$ cat config.mk
export PLATFORM = sky130hd
export DESIGN_NAME = lru_page_replacement_unit_flat
export DESIGN_NICKNAME = d
export VERILOG_FILES = /design/src/lru_pkg.sv /design/src/lru_stream_if.sv /design/src/lru_page_replacement_unit.sv /design/src/flat_wrapper.sv
export VERILOG_INCLUDE_DIRS = /design/src /design/src/src
export SDC_FILE = /design/constraint.sdc
export NUM_CORES = 1
export LEC_CHECK = 0
export BUFFER_PORTS_ARGS = -buffer_cell sky130_fd_sc_hd__buf_2
export CAP_MARGIN = 20
export CORE_ASPECT_RATIO = 0.9
export CORE_MARGIN = 2
export CORE_UTILIZATION = 63
export DETAILED_ROUTE_END_ITERATION = 16
export PLACE_DENSITY = 0.86
export SKIP_LAST_GASP = 1
export SYNTH_ARGS = -nofsm -noshare
export SYNTH_HDL_FRONTEND = slang
export SYNTH_SLANG_ARGS = --single-unit
$ cat constraint.sdc
create_clock -name clk_i -period 8.5 [get_ports clk_i]
set_clock_uncertainty 0.15 [all_clocks]
set_input_delay 1.275 -clock clk_i [delete_from_list [all_inputs] [get_ports clk_i]]
set_output_delay 1.275 -clock clk_i [all_outputs]
set_load 0.05 [all_outputs]
$ cat src/lru_page_replacement_unit_defines.svh
// assertion macros for the lru page replacement unit
// expects clk_i and rst_ni in the scope of every use
`ifndef LRU_PAGE_REPLACEMENT_UNIT_DEFINES_SVH
`define LRU_PAGE_REPLACEMENT_UNIT_DEFINES_SVH

// property that must hold at every clock edge outside reset
`define LRU_ASSERT_ALWAYS(lbl, expr, msg) \
  lbl: assert property (@(posedge clk_i) disable iff (!rst_ni) (expr)) else $error(msg);

// same-cycle implication
`define LRU_ASSERT_IMPL(lbl, ante, cons, msg) \
  lbl: assert property (@(posedge clk_i) disable iff (!rst_ni) (ante) |-> (cons)) \
    else $error(msg);

// next-cycle implication
`define LRU_ASSERT_NEXT(lbl, ante, cons, msg) \
  lbl: assert property (@(posedge clk_i) disable iff (!rst_ni) (ante) |=> (cons)) \
    else $error(msg);

`endif

$ cat src/lru_pkg.sv
// shared types and constants for the lru page replacement unit
// no dependencies
`default_nettype none

package lru_pkg;

  localparam int PageNumW  = 16;
  localparam int HitPosW   = 3;
  localparam int MissCntW  = 32;
  localparam int FramesW   = 4;
  localparam int ApbDataW  = 32;
  localparam int ApbAddrW  = 3;

  // register word index on the apb port
  localparam logic RegFramesInUse = 1'b0;

  localparam logic [FramesW-1:0] FramesInUseRst = FramesW'(8);

  typedef struct packed {
    logic [PageNumW-1:0] page_number;
  } lru_req_t;

  typedef struct packed {
    logic                hit;
    logic [HitPosW-1:0]  hit_position;
    logic                evicted_valid;
    logic [PageNumW-1:0] evicted_page;
    logic [MissCntW-1:0] miss_count;
  } lru_rsp_t;

  typedef enum logic {
    LRU_IDLE,
    LRU_SCAN
  } lru_state_e;

endpackage

`default_nettype wire

$ cat src/lru_stream_if.sv
// valid/ready stream channel carrying one payload struct per transaction
// payload type is given by the instantiating code, normally from lru_pkg
`default_nettype none

interface lru_stream_if #(
  parameter type PayloadT = logic
);
  logic    valid;
  logic    ready;
  PayloadT payload;

  modport source (output valid, output payload, input ready);
  modport sink   (input valid, input payload, output ready);
endinterface

`default_nettype wire

$ cat src/lru_page_replacement_unit.sv
// lru page replacement unit: move-to-front recency stack held in a page memory
// depends on lru_pkg, lru_stream_if and lru_page_replacement_unit_defines.svh
//
//   channel   dir   handshake                   payload
//   req_i     in    valid/ready                 page_number
//   rsp_o     out   valid/ready, output reg     hit, hit_position, evicted_valid,
//                                               evicted_page, miss_count
//   apb       in    psel/penable/pwrite/pready  frames_in_use at byte address 0
//
// a transaction walks s stack positions:
//   hit at position p gives s = p + 1, a miss gives s = min(fill + 1, n)
//   so at most n positions; the single read port of the page memory sets this
// the walk reads one position a cycle and writes the shifted entry back behind it
// reset clears fill count and miss counter and sets frames_in_use to 8; memory needs no clearing
// a finished result waits in the output register; the walk only stalls on its last
// step when that register is still full
`default_nettype none

`include "lru_page_replacement_unit_defines.svh"

module lru_page_replacement_unit import lru_pkg::*; #(
  parameter int FRAMES    = 8,
  parameter int PAGE_BITS = 16
) (
  input  wire logic                clk_i,
  input  wire logic                rst_ni,
  input  wire logic                psel,
  input  wire logic                penable,
  input  wire logic                pwrite,
  input  wire logic [ApbAddrW-1:0] paddr,
  input  wire logic [ApbDataW-1:0] pwdata,
  output      logic [ApbDataW-1:0] prdata,
  output      logic                pready,
  lru_stream_if.sink               req_i,
  lru_stream_if.source             rsp_o
);

  localparam int IdxW    = (FRAMES > 1) ? $clog2(FRAMES) : 1;
  localparam int CntW    = $clog2(FRAMES + 1);
  localparam int PageExW = (PAGE_BITS > PageNumW) ? PAGE_BITS : PageNumW;
  localparam int PosExW  = (IdxW > HitPosW) ? IdxW : HitPosW;

  // clamp a frame count register value to 1..FRAMES
  function automatic logic [CntW-1:0] depth_of(input logic [FramesW-1:0] f);
    int v;
    v = int'(f);
    if (v < 1) v = 1;
    if (v > FRAMES) v = FRAMES;
    return CntW'(v);
  endfunction

  // control state
  lru_state_e          state_q, state_d;
  logic [FramesW-1:0]  frames_q;
  logic [CntW-1:0]     count_q;     // resident entries, always a prefix of the stack
  logic [MissCntW-1:0] misses_q;
  logic                out_valid_q;

  // walk datapath
  logic [IdxW-1:0]      idx_q;
  logic [IdxW-1:0]      last_q;
  logic [PAGE_BITS-1:0] page_q;
  logic [PAGE_BITS-1:0] carry_q;    // entry moving down into the current position
  lru_rsp_t             out_q;

  // page memory, one entry per recency position
  logic [PAGE_BITS-1:0] mem_q [FRAMES];
  logic [PAGE_BITS-1:0] rd_data_q;
  logic                 rd_en, wr_en;
  logic [IdxW-1:0]      rd_addr;

  logic [CntW-1:0]      n_act;
  logic [CntW-1:0]      last_cnt;
  logic [PageExW-1:0]   page_in_ex;
  logic [PageExW-1:0]   ev_ex;
  logic [PosExW-1:0]    pos_ex;
  logic                 pos_valid, match, at_last, fin, out_free, retire, evict;
  logic                 cfg_wr;

  assign n_act      = depth_of(frames_q);
  assign page_in_ex = PageExW'(req_i.payload.page_number);

  // last position the walk may need: the first free slot, or the bottom of the stack
  assign last_cnt = (count_q < n_act) ? count_q : n_act - 1'b1;

  assign pos_valid = CntW'(idx_q) < count_q;
  assign match     = pos_valid && (rd_data_q == page_q);
  assign at_last   = idx_q == last_q;
  assign fin       = match || at_last;
  assign out_free  = !out_valid_q || rsp_o.ready;
  assign retire    = (state_q == LRU_SCAN) && fin && out_free;
  // a miss that reaches a resident bottom entry pushes it out
  assign evict     = !match && pos_valid;
  assign ev_ex     = PageExW'(rd_data_q);
  assign pos_ex    = PosExW'(idx_q);

  // apb side
  assign pready = 1'b1;
  assign cfg_wr = psel && penable && pwrite && (paddr[2] == RegFramesInUse);
  assign prdata = (paddr[2] == RegFramesInUse) ? ApbDataW'(frames_q) : '0;

  // next state
  always_comb begin
    state_d = state_q;
    unique case (state_q)
      LRU_IDLE: begin
        if (req_i.valid) state_d = LRU_SCAN;
      end
      LRU_SCAN: begin
        if (fin && out_free) state_d = LRU_IDLE;
      end
      default: state_d = LRU_IDLE;
    endcase
  end

  // state outputs: memory port control and input ready
  always_comb begin
    req_i.ready = 1'b0;
    rd_en       = 1'b0;
    wr_en       = 1'b0;
    rd_addr     = '0;
    unique case (state_q)
      LRU_IDLE: begin
        req_i.ready = 1'b1;
        rd_en       = req_i.valid;
      end
      LRU_SCAN: begin
        wr_en = !fin || out_free;
        if (!fin) begin
          rd_en   = 1'b1;
          rd_addr = IdxW'(idx_q + 1'b1);
        end
      end
      default: ;
    endcase
  end

  always_ff @(posedge clk_i or negedge rst_ni) begin
    if (!rst_ni) state_q <= LRU_IDLE;
    else         state_q <= state_d;
  end

  // page memory, one read and one write port, never the same address in a cycle
  always_ff @(posedge clk_i) begin
    if (wr_en) mem_q[idx_q] <= carry_q;
  end

  always_ff @(posedge clk_i) begin
    if (rd_en) rd_data_q <= mem_q[rd_addr];
  end

  // walk registers
  always_ff @(posedge clk_i) begin
    if (state_q == LRU_IDLE && req_i.valid) begin
      page_q  <= page_in_ex[PAGE_BITS-1:0];
      carry_q <= page_in_ex[PAGE_BITS-1:0];
      idx_q   <= '0;
      last_q  <= last_cnt[IdxW-1:0];
    end else if (state_q == LRU_SCAN && !fin) begin
      carry_q <= rd_data_q;
      idx_q   <= IdxW'(idx_q + 1'b1);
    end
  end

  // frame count register, fill count and miss counter
  always_ff @(posedge clk_i or negedge rst_ni) begin
    if (!rst_ni) begin
      frames_q <= FramesInUseRst;
      count_q  <= '0;
      misses_q <= '0;
    end else if (cfg_wr) begin
      frames_q <= pwdata[FramesW-1:0];
      // entries beyond the new depth drop out silently
      if (count_q > depth_of(pwdata[FramesW-1:0])) count_q <= depth_of(pwdata[FramesW-1:0]);
    end else if (retire && !match) begin
      if (!evict) count_q <= count_q + 1'b1;
      if (misses_q != '1) misses_q <= misses_q + 1'b1;
    end
  end

  // output register
  always_ff @(posedge clk_i or negedge rst_ni) begin
    if (!rst_ni) out_valid_q <= 1'b0;
    else if (retire) out_valid_q <= 1'b1;
    else if (rsp_o.ready) out_valid_q <= 1'b0;
  end

  always_ff @(posedge clk_i) begin
    if (retire) begin
      out_q.hit           <= match;
      out_q.hit_position  <= match ? pos_ex[HitPosW-1:0] : '0;
      out_q.evicted_valid <= evict;
      out_q.evicted_page  <= evict ? ev_ex[PageNumW-1:0] : '0;
      if (!match && misses_q != '1) out_q.miss_count <= misses_q + 1'b1;
      else out_q.miss_count <= misses_q;
    end
  end

  assign rsp_o.valid   = out_valid_q;
  assign rsp_o.payload = out_q;

  `LRU_ASSERT_ALWAYS(a_fill_within_depth, count_q <= n_act, "fill count above active depth")
  `LRU_ASSERT_IMPL(a_walk_bound, state_q == LRU_SCAN, idx_q <= last_q,
    "walk ran past its last position")
  `LRU_ASSERT_NEXT(a_miss_count_monotonic, 1'b1, misses_q >= $past(misses_q),
    "miss counter went down")
  `LRU_ASSERT_IMPL(a_hit_no_evict, out_valid_q && out_q.hit, !out_q.evicted_valid,
    "hit reported with an eviction")

endmodule

`default_nettype wire

$ cat src/flat_wrapper.sv
// flat-port wrapper written by rule: the top's interface ports become plain ports
module lru_page_replacement_unit_flat import lru_pkg::*;
#(
  parameter int FRAMES    = 8,
  parameter int PAGE_BITS = 16
)
  (clk_i, rst_ni, psel, penable, pwrite, paddr, pwdata, prdata, pready, req_i_valid, req_i_payload, req_i_ready, rsp_o_valid, rsp_o_payload, rsp_o_ready);
  lru_stream_if #(.PayloadT(lru_req_t)) req_i_i ();
  lru_stream_if #(.PayloadT(lru_rsp_t)) rsp_o_i ();
  input  wire logic clk_i;
  input  wire logic rst_ni;
  input  wire logic psel;
  input  wire logic penable;
  input  wire logic pwrite;
  input  wire logic [ApbAddrW-1:0] paddr;
  input  wire logic [ApbDataW-1:0] pwdata;
  output      logic [ApbDataW-1:0] prdata;
  output      logic pready;
  input wire logic [$bits(req_i_i.valid)-1:0] req_i_valid;
  input wire logic [$bits(req_i_i.payload)-1:0] req_i_payload;
  output wire logic [$bits(req_i_i.ready)-1:0] req_i_ready;
  output wire logic [$bits(rsp_o_i.valid)-1:0] rsp_o_valid;
  output wire logic [$bits(rsp_o_i.payload)-1:0] rsp_o_payload;
  input wire logic [$bits(rsp_o_i.ready)-1:0] rsp_o_ready;
  assign req_i_i.valid = req_i_valid;
  assign req_i_i.payload = req_i_payload;
  assign req_i_ready = req_i_i.ready;
  assign rsp_o_valid = rsp_o_i.valid;
  assign rsp_o_payload = rsp_o_i.payload;
  assign rsp_o_i.ready = rsp_o_ready;
  lru_page_replacement_unit #(.FRAMES(FRAMES), .PAGE_BITS(PAGE_BITS)) u_core (.clk_i(clk_i), .rst_ni(rst_ni), .psel(psel), .penable(penable), .pwrite(pwrite), .paddr(paddr), .pwdata(pwdata), .prdata(prdata), .pready(pready), .req_i(req_i_i), .rsp_o(rsp_o_i));
endmodule
==> metrics, run 1 <==
WL met3=3.44 mm; share of the synthesized area in the top cell type=roughly 55%; routed wl met2=13.4 mm; fin area=13,900 sq um; vias in the first global route=7,994; pre-CTS setup slack=approximately 4.3 ns; part of the Yosys area used for sequential elements=between 60 and 70%; Iter 0 DRT Violations=between 1,000 and 1,500; Area Overhead vs Synth=9.65%; top-count cell post-synth=edfxtp_1; Clock power frac=a little under a fifth; R2R setup slack=approximately 4.5 ns; maximum clock frequency=around 250 MHz; clk_lat worst skew=between 0.5 and 0.6 ns; NetSw=0.00232 W; EDFF count, synth=between 200 and 250; setup TNS=0 ns; Root Buffer=clkbuf_16; Placer Congestion=0.805; CP Cell Sequence=ha_1 -> o21bai_2 -> buf_8 -> or2_4 -> a21oi_2 -> o211ai_1 -> nor2_2; Final min period=roughly 4 ns; Pwr Density=between 400 and 500 nW/um^2; multi-input logic area=slightly above 4000 sq um; Post-Layout Cell Count=approximately 1,300; DR DRC count=0; top_reg_cell synth=edfxtp_1; Critical Path Sink Type=flop; fin. max-slew vios=0; CTS tree=yes; final hold violation count=0; CORE AREA=just under 20,000 sq um; max_cap viols=0; Setup crit start kind=flop; FFs w/ async S/R, synth=between 10% and 20%; leading area contributor after synthesis=edfxtp_1; post-DR vias/cell=~6.5; Slowest-stage cell, CP=nor2_2; gr usage total=25.8%; Reg power frac=between 40% and 50%; first-pass GRT wire length=between 40 and 50 mm; setup bufs post-CTS=0; CTS clk-pin slew, worst paths=around 0.060 ns; hold-fix buffer count after cts=0; post-DR wirelength/cell=around 21 um; CP max FO=between 50 and 60; most frequent cells after synthesis=edfxtp_1, o21ai_0, xnor2_1, nand2_1, nand3_1; HP Class=reg -> reg; final net count=roughly 1,100; Detail Placement HPWL=between 15 and 20 mm; Comb power frac=38.4%; period utilisation layout=between 40% and 50%; synth warn=0; Die Y=around 140 um; Slew HR=a little under a third; Lkg Pwr=roughly 5 nW; antenna violations before repair=0; DRT antenna net count=0; # setup viols final=0; initial core utilization=between 60% and 70%; IO Port Bufs=between 80 and 90; Rows=slightly below 50; DIE AREA=around 21,000 sq um; Max stage delay on crit path=between 0.7 and 0.8 ns; Critical Path AT=~4.0 ns; Internal Pwr Total=0.00328 W; Cells after Synth=973; Mean Syn Cell Area=approximately 13 sq um; total gr overflow=0; total clock sinks=between 200 and 300; htree depth=1; post-CTS resize count=0; Metal-1 WL=around 11 mm; setup ws final=around 4.5 ns; Antenna Diode Count=0; vias after detailed routing=around 8,500; largest net degree at the start of global routing=57; Unique masters post-synth=71; Area contributors post-synth=edfxtp_1, dfrtp_1, o21ai_0; WS Path Type=reg -> reg; Least-Margin Pin Slew=1.04 ns; total length of routed wires=approximately 28 mm; Switching Share=about 41%; share of cells above drive strength 1=18.6%; sequential cell area=8080 sq um; Post-Syn Area=about 13,000 sq um; TritonCTS Buffers=26; die extent in x=153 um; VDD IR max=between 0.0002 and 0.0003 V; CP required=8.50 ns; IO Count=about 150; TritonRoute pass-1 iters=6; RSZ-0062 raised after global routing=no; Max Root-Sink Buffers=3; #FFs+latches synth=between 200 and 300; post-placement cell area=13,100 sq um; run status=finished, final reports clean; Top Layer Used=met4; fin util=69.9%; Cells after DPL=around 1,300; Filler cells=between 1,000 and 1,500
==> cell families (layout without fill, tap and decap cells) <==
group,Yosys count,after routing,share of synthesized area (%)
adder cells (fa/ha/maj),13,13,1.28
other,2,29,0.0593
buffers and inverters,100,159,4.71
XOR/XNOR,82,82,5.67
flip-flops,277,277,63.8
AO/OA/AOI/OAI,235,235,11.9
AND/OR/NAND/NOR,242,242,10.6
multiplexers,22,22,1.94
==> critical path: cells and delay by family (launching register included) <==
family,cells,cell delay [ns]
and+or+nand+nor,2,1.24
DFF,1,0.59
buffers and inverters,1,0.24
AOI/OAI and AO/OA,3,1.02
adders and majority gates,1,0.31
==> power by group through the flow <==
stage	clock [W]	combinational [W]	sequential [W]
2_1_floorplan	0	0.00131	0.00257
3_3_place_gp	0	0.00197	0.00238
3_5_place_dp	0	0.00207	0.00241
4_1_cts	0.00105	0.00210	0.00239
5_1_grt	0.00109	0.00229	0.00244
6_report	0.00104	0.00215	0.00240
==> per-layer routing <==
metal  up-vias  GRT usage (%)
li1       3759              -
met1      4059           38.4
met2       617           40.6
met3        46           4.29
met4         0           5.89
met5         -              0
==> sequential cells by signal, indices dropped and copies added, names as in the netlist <==
name	cells
u_core.carry_q	16
u_core.mem_q	128
u_core.state_q	1
u_core.rsp_o.payload	53
u_core.count_q	4
u_core.frames_q	4
u_core.misses_q	32
u_core.rsp_o.valid	1
u_core.page_q	16
u_core.idx_q	3
u_core.last_q	3
u_core.ev_ex	16
==> stage by stage <==
step	hold slack [ns]	power, W
floorplan	0.324	0.00388
global placement	0.346	0.00435
detailed placement	0.344	0.00448
CTS	0.355	0.00554
global route	0.399	0.00583
finish	0.361	0.00560
==> path summary, 6_finish.rpt <==
kind	start	endpoint	cells past startpoint
hold / removal	u_core.misses_q[26]	u_core.misses_q[26]	1
hold reg to reg	u_core.misses_q[26]	u_core.misses_q[26]	1
max in group asynchronous	rst_ni	u_core.misses_q[12]	1
min in group asynchronous	rst_ni	u_core.frames_q[2]	1
setup / recovery	u_core.idx_q[2]	u_core.mem_q[3][15]	7
setup reg to reg	u_core.idx_q[2]	u_core.mem_q[3][15]	7
==> cell type report <==
| class | count | share of cell area [%] |
|---|---|---|
| multi-input cells | 623 | 29.7 |
| repair buffers | 104 | 4.18 |
| clock inverters | 14 | 0.550 |
| clock buffers | 33 | 4.88 |
| well taps | 255 | 2.30 |
| flip-flops and latches | 277 | 58.2 |
| inverters | 8 | 0.216 |
==> cell usage in the layout, fill, tap and decap left out, types with 3 or more instances in the layout <==
master and instances:
nor2_2 3, clkbuf_1 7, nand2b_1 4, buf_4 16, nor2b_1 5, a21o_1 4
nand3_1 46, inv_1 7, nand4_1 38, o211ai_1 3, o221ai_2 10, xnor2_1 56
o221ai_1 22, nor2_1 25, o21ai_0 122, o21a_1 3, and4_1 6, ha_1 13
xor2_1 26, and3_1 25, nor4_1 4, nor3_1 9, nor4_2 4, nand2_1 52
dfrtp_1 41, mux2_2 19, edfxtp_1 232, a21oi_1 37, clkbuf_16 26, dfxtp_1 3
clkinv_1 9, clkinv_2 3, o21ai_1 14, buf_2 86, conb_1 29, nor3_2 3
(Power assumes the default switching activity.)
==> run 2: changes to the inputs <==
--- a/config.mk
+++ b/config.mk
@@ -10,9 +10,9 @@
 export CAP_MARGIN = 20
 export CORE_ASPECT_RATIO = 0.9
 export CORE_MARGIN = 2
-export CORE_UTILIZATION = 63
+export CORE_UTILIZATION = 53
 export DETAILED_ROUTE_END_ITERATION = 16
-export PLACE_DENSITY = 0.86
+export PLACE_DENSITY = 0.77
 export SKIP_LAST_GASP = 1
 export SYNTH_ARGS = -nofsm -noshare
 export SYNTH_HDL_FRONTEND = slang
==> constraint.sdc (replaced) <==
create_clock -name clk_i -period 3.3 [get_ports clk_i]
set_clock_uncertainty 0.15 [all_clocks]
set_input_delay 0.495 -clock clk_i [delete_from_list [all_inputs] [get_ports clk_i]]
set_output_delay 0.495 -clock clk_i [all_outputs]
set_load 0.05 [all_outputs]
==> metrics, run 2 (synthesis gave the netlist of run 1 again) <==
run status=finished, final reports clean (unchanged); RSZ-0062 raised after global routing=no (unchanged); total clock sinks=277 (unchanged); # setup viols final=0 (unchanged); CP Cell Sequence=xor2_1 -> nor4_2 -> and4_1 -> a21oi_2 -> o211ai_1 -> nor2_1 -> buf_4 (was ha_1 -> o21bai_2 -> buf_8 -> or2_4 -> a21oi_2 -> o211ai_1 -> nor2_2); antenna violations before repair=0 (unchanged); CTS clk-pin slew, worst paths=0.06 ns (about the same); fin. max-slew vios=0 (unchanged); Area Overhead vs Synth=12.7% (was 9.65%); clk_lat worst skew=0.54 ns (about the same); pre-CTS setup slack=0.283 ns (was 4.34 ns); DIE AREA=25,100 sq um (was 21,200 sq um); hold_ws=0.0172 ns (was 0.361 ns); Critical Path Sink Type=flop (unchanged); vias after detailed routing=8,402 (was 8,481); TritonRoute pass-1 iters=5 (was 6); Least-Margin Pin Slew=0.991 ns (was 1.04 ns); Die Y=151 um (was 138 um); VDD IR max=0.000731 V (was 0.000263 V); post-placement cell area=13,400 sq um (was 13,100 sq um); share of cells above drive strength 1=19.8% (was 18.6%); CP required=3.42 ns (was 8.50 ns); Max Root-Sink Buffers=3 (unchanged); DR DRC count=0 (unchanged); IO Port Bufs=86 (unchanged); Rows=53 (was 49); Final min period=3.10 ns (was 3.99 ns); maximum clock frequency=323 MHz (was 251 MHz); gr usage total=21.6% (was 25.8%); CP max FO=16 (was 56); fin area=14,300 sq um (was 13,900 sq um); CTS tree=yes (unchanged); Bufs and invs on worst path=1 (unchanged); CP top delay family=simple AND/OR/NAND/NOR gates (unchanged); htree depth=1 (unchanged); HP Class=in -> reg (was reg -> reg); total gr overflow=0 (unchanged); Lkg Pwr=5.19 nW (was 5.00 nW); period utilisation layout=93.9% (was 46.9%); TritonCTS Buffers=27 (was 26); Max stage delay on crit path=0.67 ns (was 0.78 ns); Setup crit start kind=flop (unchanged); Critical Path AT=3.22 ns (was 3.99 ns); Placer Congestion=0.792 (was 0.805); Detail Placement HPWL=17.3 mm (was 17.2 mm); first-pass GRT wire length=42.7 mm (was 43.8 mm); post-DR vias/cell=6.01 (was 6.45); die extent in x=167 um (was 153 um); CORE AREA=23,400 sq um (was 19,900 sq um); commonest cells after routing, fill and taps aside=edfxtp_1, o21ai_0, buf_2 (unchanged); vias in the first global route=7,834 (was 7,994); Slew HR=33.3% (was 30.7%); post-CTS resize count=0 (unchanged); Antenna Diode Count=0 (unchanged); final hold violation count=0 (unchanged); Pwr Density=1020 nW/um^2 (was 403 nW/um^2); Iter 0 DRT Violations=916 (was 1,198); final net count=1,145 (was 1,111); largest net degree at the start of global routing=55 (was 57); max FFs per register=128 (unchanged); DRT antenna net count=0 (unchanged); Reg with most FFs=u_core.mem_q (unchanged); fin util=60.9% (was 69.9%); Root Buffer=clkbuf_16 (unchanged); initial core utilization=54.1% (was 63.7%); total power=0.0146 W (was 0.00560 W); most common cell after layout, fill and taps aside=edfxtp_1 (unchanged); max_cap viols=0 (unchanged); post-DR wirelength/cell=19.8 um (was 21.3 um); total length of routed wires=27.6 mm (was 28.0 mm); IO Count=146 (unchanged); WS Path Type=reg -> reg (unchanged); Slowest-stage cell, CP=and4_1 (was nor2_2); setup ws final=0.200 ns (was 4.51 ns)
run 2: cell types whose count changed in the layout (fill, tap and decap cells not counted), sizes merged:
| cell | change |
|---|---|
| clkbuf | +4 |
| dlygate4sd3 | +14 |
| clkinvlp | -2 |
| inv | +1 |
| buf | +19 |
run 2: metal layers:
layer	global-route usage [%]	part of all wire, %	up-vias
li1	-	-	3829
met1	30.2	42	4094
met2	35.4	48	439
met3	3.39	8.8	40
met4	6.29	1.5	0
met5	0	0	-
run 2: final timing paths:
check                                    startpoint                  end  slack (ns)  depth (start not counted)
min in group asynchronous                    rst_ni   u_core.frames_q[2]        0.51                          2
worst min-delay path               req_i_payload[0]     u_core.page_q[0]        0.02                          1
worst min register to register  u_core.misses_q[26]  u_core.misses_q[26]        0.36                          1
max in group asynchronous                    rst_ni   u_core.misses_q[9]        1.87                          2
worst max register to register      u_core.ev_ex[2]  u_core.mem_q[5][15]        0.20                          7
worst max-delay path                u_core.ev_ex[2]  u_core.mem_q[5][15]        0.20                          7
run 2: metrics by stage:
step | TNS, ns | std cells
after floorplan | -9.54 | 1000
after global placement | 0 | 1333
after detailed placement | 0 | 1333
after CTS | 0 | 1396
after global routing | 0 | 1397
final | 0 | 1397
run 2: worst reg2reg max path, stage by stage, from the launching register on:
cell and delay (ns):
edfxtp_1 0.42, xor2_1 0.17, nor4_2 0.48, and4_1 0.67
a21oi_2 0.20, o211ai_1 0.40, nor2_1 0.09, buf_4 0.24
run 2: final cells by class:
type / instances / area [sq um]
fill: 1725 / 9140
sequential: 277 / 8080
multi-input combinational: 623 / 4120
timing repair buffer: 137 / 886
clock buffer: 37 / 713
tap: 302 / 378
clock inverter: 13 / 61.3
inverter: 8 / 30.0
run 2: power breakdown:
| part | total [W] | leakage (nW) | switching (W) | internal [W] |
|---|---|---|---|---|
| Sequential | 0.00613 | 2.74 | 0.000687 | 0.00544 |
| Combinational | 0.00570 | 2.06 | 0.00397 | 0.00173 |
| Clock | 0.00276 | 0.382 | 0.00125 | 0.00151 |
run 2: timing repair:
item                                   in CTS  in global routing
buffers inserted                            0                  0
hold buffers                               13                  1
endpoints found under the hold margin      13                  1
==> run 3: changes to the inputs <==
--- a/config.mk
+++ b/config.mk
@@ -12,6 +12,7 @@
 export CORE_MARGIN = 2
 export CORE_UTILIZATION = 53
 export DETAILED_ROUTE_END_ITERATION = 16
+export HOLD_SLACK_MARGIN = 0.1
 export PLACE_DENSITY = 0.77
 export SKIP_LAST_GASP = 1
 export SYNTH_ARGS = -nofsm -noshare
==> metrics, run 3 (synthesis gave the netlist of run 1 again) <==
run status=finished, final reports clean (unchanged); initial core utilization=54.1% (unchanged); Setup crit start kind=flop (unchanged); largest net degree at the start of global routing=55 (unchanged); Slowest-stage cell, CP=a2111oi_4 (was and4_1); CTS tree=yes (unchanged); Bufs and invs on worst path=1 (unchanged); Clock power frac=18.9% (about the same); post-DR wirelength/cell=19.8 um (about the same); Reg with most FFs=u_core.mem_q (unchanged); CP max FO=10 (was 16); # setup viols final=0 (unchanged); Root Buffer=clkbuf_16 (unchanged); Internal Pwr Total=0.00869 W (was 0.00868 W); htree depth=1 (unchanged); CP required=3.55 ns (was 3.42 ns); Critical Path AT=3.31 ns (was 3.22 ns); Lkg Pwr=5.23 nW (was 5.19 nW); clk_lat worst skew=0.54 ns (about the same); vias in the first global route=7,890 (was 7,834); vias after detailed routing=8,395 (was 8,402); Critical Path Sink Type=flop (unchanged); Detail Placement HPWL=17.3 mm (unchanged); setup bufs post-CTS=0 (unchanged); setup ws final=0.235 ns (was 0.200 ns); Antenna Diode Count=0 (unchanged); Area Overhead vs Synth=13.5% (was 12.7%); Die Y=151 um (unchanged); CORE AREA=23,400 sq um (unchanged); post-DR vias/cell=5.97 (was 6.01); maximum clock frequency=326 MHz (was 323 MHz); WS Path Type=reg -> reg (unchanged); worst setup path startpoint=u_core.ev_ex[0] (was u_core.ev_ex[2]); total clock sinks=277 (unchanged); TritonCTS Buffers=27 (unchanged); total length of routed wires=27.8 mm (was 27.6 mm); DIE AREA=25,100 sq um (unchanged); most common cell after layout, fill and taps aside=edfxtp_1 (unchanged); CP Cell Sequence=xor2_1 -> nor4_2 -> and4_1 -> a2111oi_4 -> buf_4 -> o221ai_1 -> nand4_1 (was xor2_1 -> nor4_2 -> and4_1 -> a21oi_2 -> o211ai_1 -> nor2_1 -> buf_4); HP Class=in -> async (was in -> reg); DR DRC count=0 (unchanged); Pwr Density=1020 nW/um^2 (about the same); VDD IR max=0.000726 V (was 0.000731 V); CTS clk-pin slew, worst paths=0.06 ns (about the same); Switching Share=40.4% (was 40.5%); fin. max-slew vios=0 (unchanged); total gr overflow=0 (unchanged); setup TNS=0 ns (unchanged); die extent in x=167 um (unchanged); TritonRoute pass-1 iters=5 (unchanged); Iter 0 DRT Violations=865 (was 916); Max stage delay on crit path=0.97 ns (was 0.67 ns); Reg power frac=42.0% (about the same); max_cap viols=0 (unchanged); share of cells above drive strength 1=19.7% (was 19.8%); Rows=53 (unchanged); RSZ-0062 raised after global routing=no (unchanged); max FFs per register=128 (unchanged); R2R Path Start=u_core.ev_ex[0] (was u_core.ev_ex[2]); pre-CTS setup slack=0.283 ns (unchanged); final hold violation count=0 (unchanged); Placer Congestion=0.792 (unchanged); Max Root-Sink Buffers=3 (unchanged); Final min period=3.07 ns (was 3.10 ns); Least-Margin Pin Slew=0.991 ns (about the same); antenna violations before repair=0 (unchanged); CP top delay family=compound AO/OA/AOI/OAI gates (was simple AND/OR/NAND/NOR gates); IO Count=146 (unchanged); first-pass GRT wire length=42.9 mm (was 42.7 mm); IO Port Bufs=86 (unchanged); final net count=1,154 (was 1,145); gr usage total=21.7% (was 21.6%); Filler cells=1,707 (was 1,725); DRT antenna net count=0 (unchanged); period utilisation layout=92.9% (was 93.9%); Slew HR=33.3% (about the same); hold_ws=0.157 ns (was 0.0172 ns); Comb power frac=39.2% (was 39.1%); NetSw=0.00590 W (about the same); commonest cells after routing, fill and taps aside=edfxtp_1, o21ai_0, buf_2 (unchanged)
## run 3: cell count changes in the layout (fill, tap and decap cells not counted)
cell           before  now
dlygate4sd3_1      14   22
buf_12              3    4
## run 3: area by class of cell
cell class	count	area, sq um	area share (%)
sequential	277	8080	56.2
timing repair buffer	146	986	6.86
tap	302	378	2.63
inverter	8	30.0	0.209
clock inverter	13	61.3	0.427
clock buffer	37	713	4.96
multi-input combinational	623	4120	28.7
## run 3: worst reg2reg max path, cell delays in order (launching register included)
cell	delay (ns)
edfxtp_1	0.51
xor2_1	0.23
nor4_2	0.09
and4_1	0.40
a2111oi_4	0.98
buf_4	0.33
o221ai_1	0.13
nand4_1	0.11
## run 3: repair_timing
item / in CTS / in global routing
endpoints found under the hold margin: 62 / 0
endpoints found under the setup margin: 0 / 0
resized for setup: 0 / 0
hold buffers: 22 / 0
## run 3: worst paths after layout
path	end	slack, ns	cells after the start
max in group asynchronous	u_core.misses_q[20]	2.41	3
hold / removal	u_core.frames_q[2]	0.16	2
hold reg to reg	u_core.misses_q[26]	0.37	1
setup / recovery	u_core.ev_ex[15]	0.23	7
setup reg to reg	u_core.ev_ex[15]	0.23	7
min in group clk_i	u_core.rsp_o.valid	0.30	3
## run 3: routing by layer
| metal | track usage [%] | share of wire [%] | routed length (um) | vias up |
|---|---|---|---|---|
| met5 | 0 | 0 | 0 | - |
| met4 | 6.25 | 1.7 | 471 | 0 |
| met3 | 3.21 | 8.9 | 2480 | 44 |
| met2 | 35.7 | 48 | 13400 | 417 |
| met1 | 30.4 | 41 | 11500 | 4092 |
| li1 | - | - | - | 3842 |
## run 3: power groups by stage
| stage | logic [W] | registers (W) | clock network (W) |
|---|---|---|---|
| floorplan | 0.00340 | 0.00660 | 0 |
| global placement | 0.00549 | 0.00609 | 0 |
| detailed placement | 0.00561 | 0.00615 | 0 |
| CTS | 0.00566 | 0.00610 | 0.00279 |
| global route | 0.00615 | 0.00622 | 0.00293 |
| finish | 0.00572 | 0.00613 | 0.00275 |
## run 3: stage by stage
stage / utilization, % / cell area, sq um / power (W) / cells
global route: 61.4 / 14400 / 0.0153 / 1406
floorplan: - / 12800 / 0.00999 / 1000
global placement: 57.0 / 13400 / 0.0116 / 1333
CTS: 61.3 / 14300 / 0.0146 / 1405
finish: 61.4 / 14400 / 0.0146 / 1406
detailed placement: 57.0 / 13400 / 0.0118 / 1333
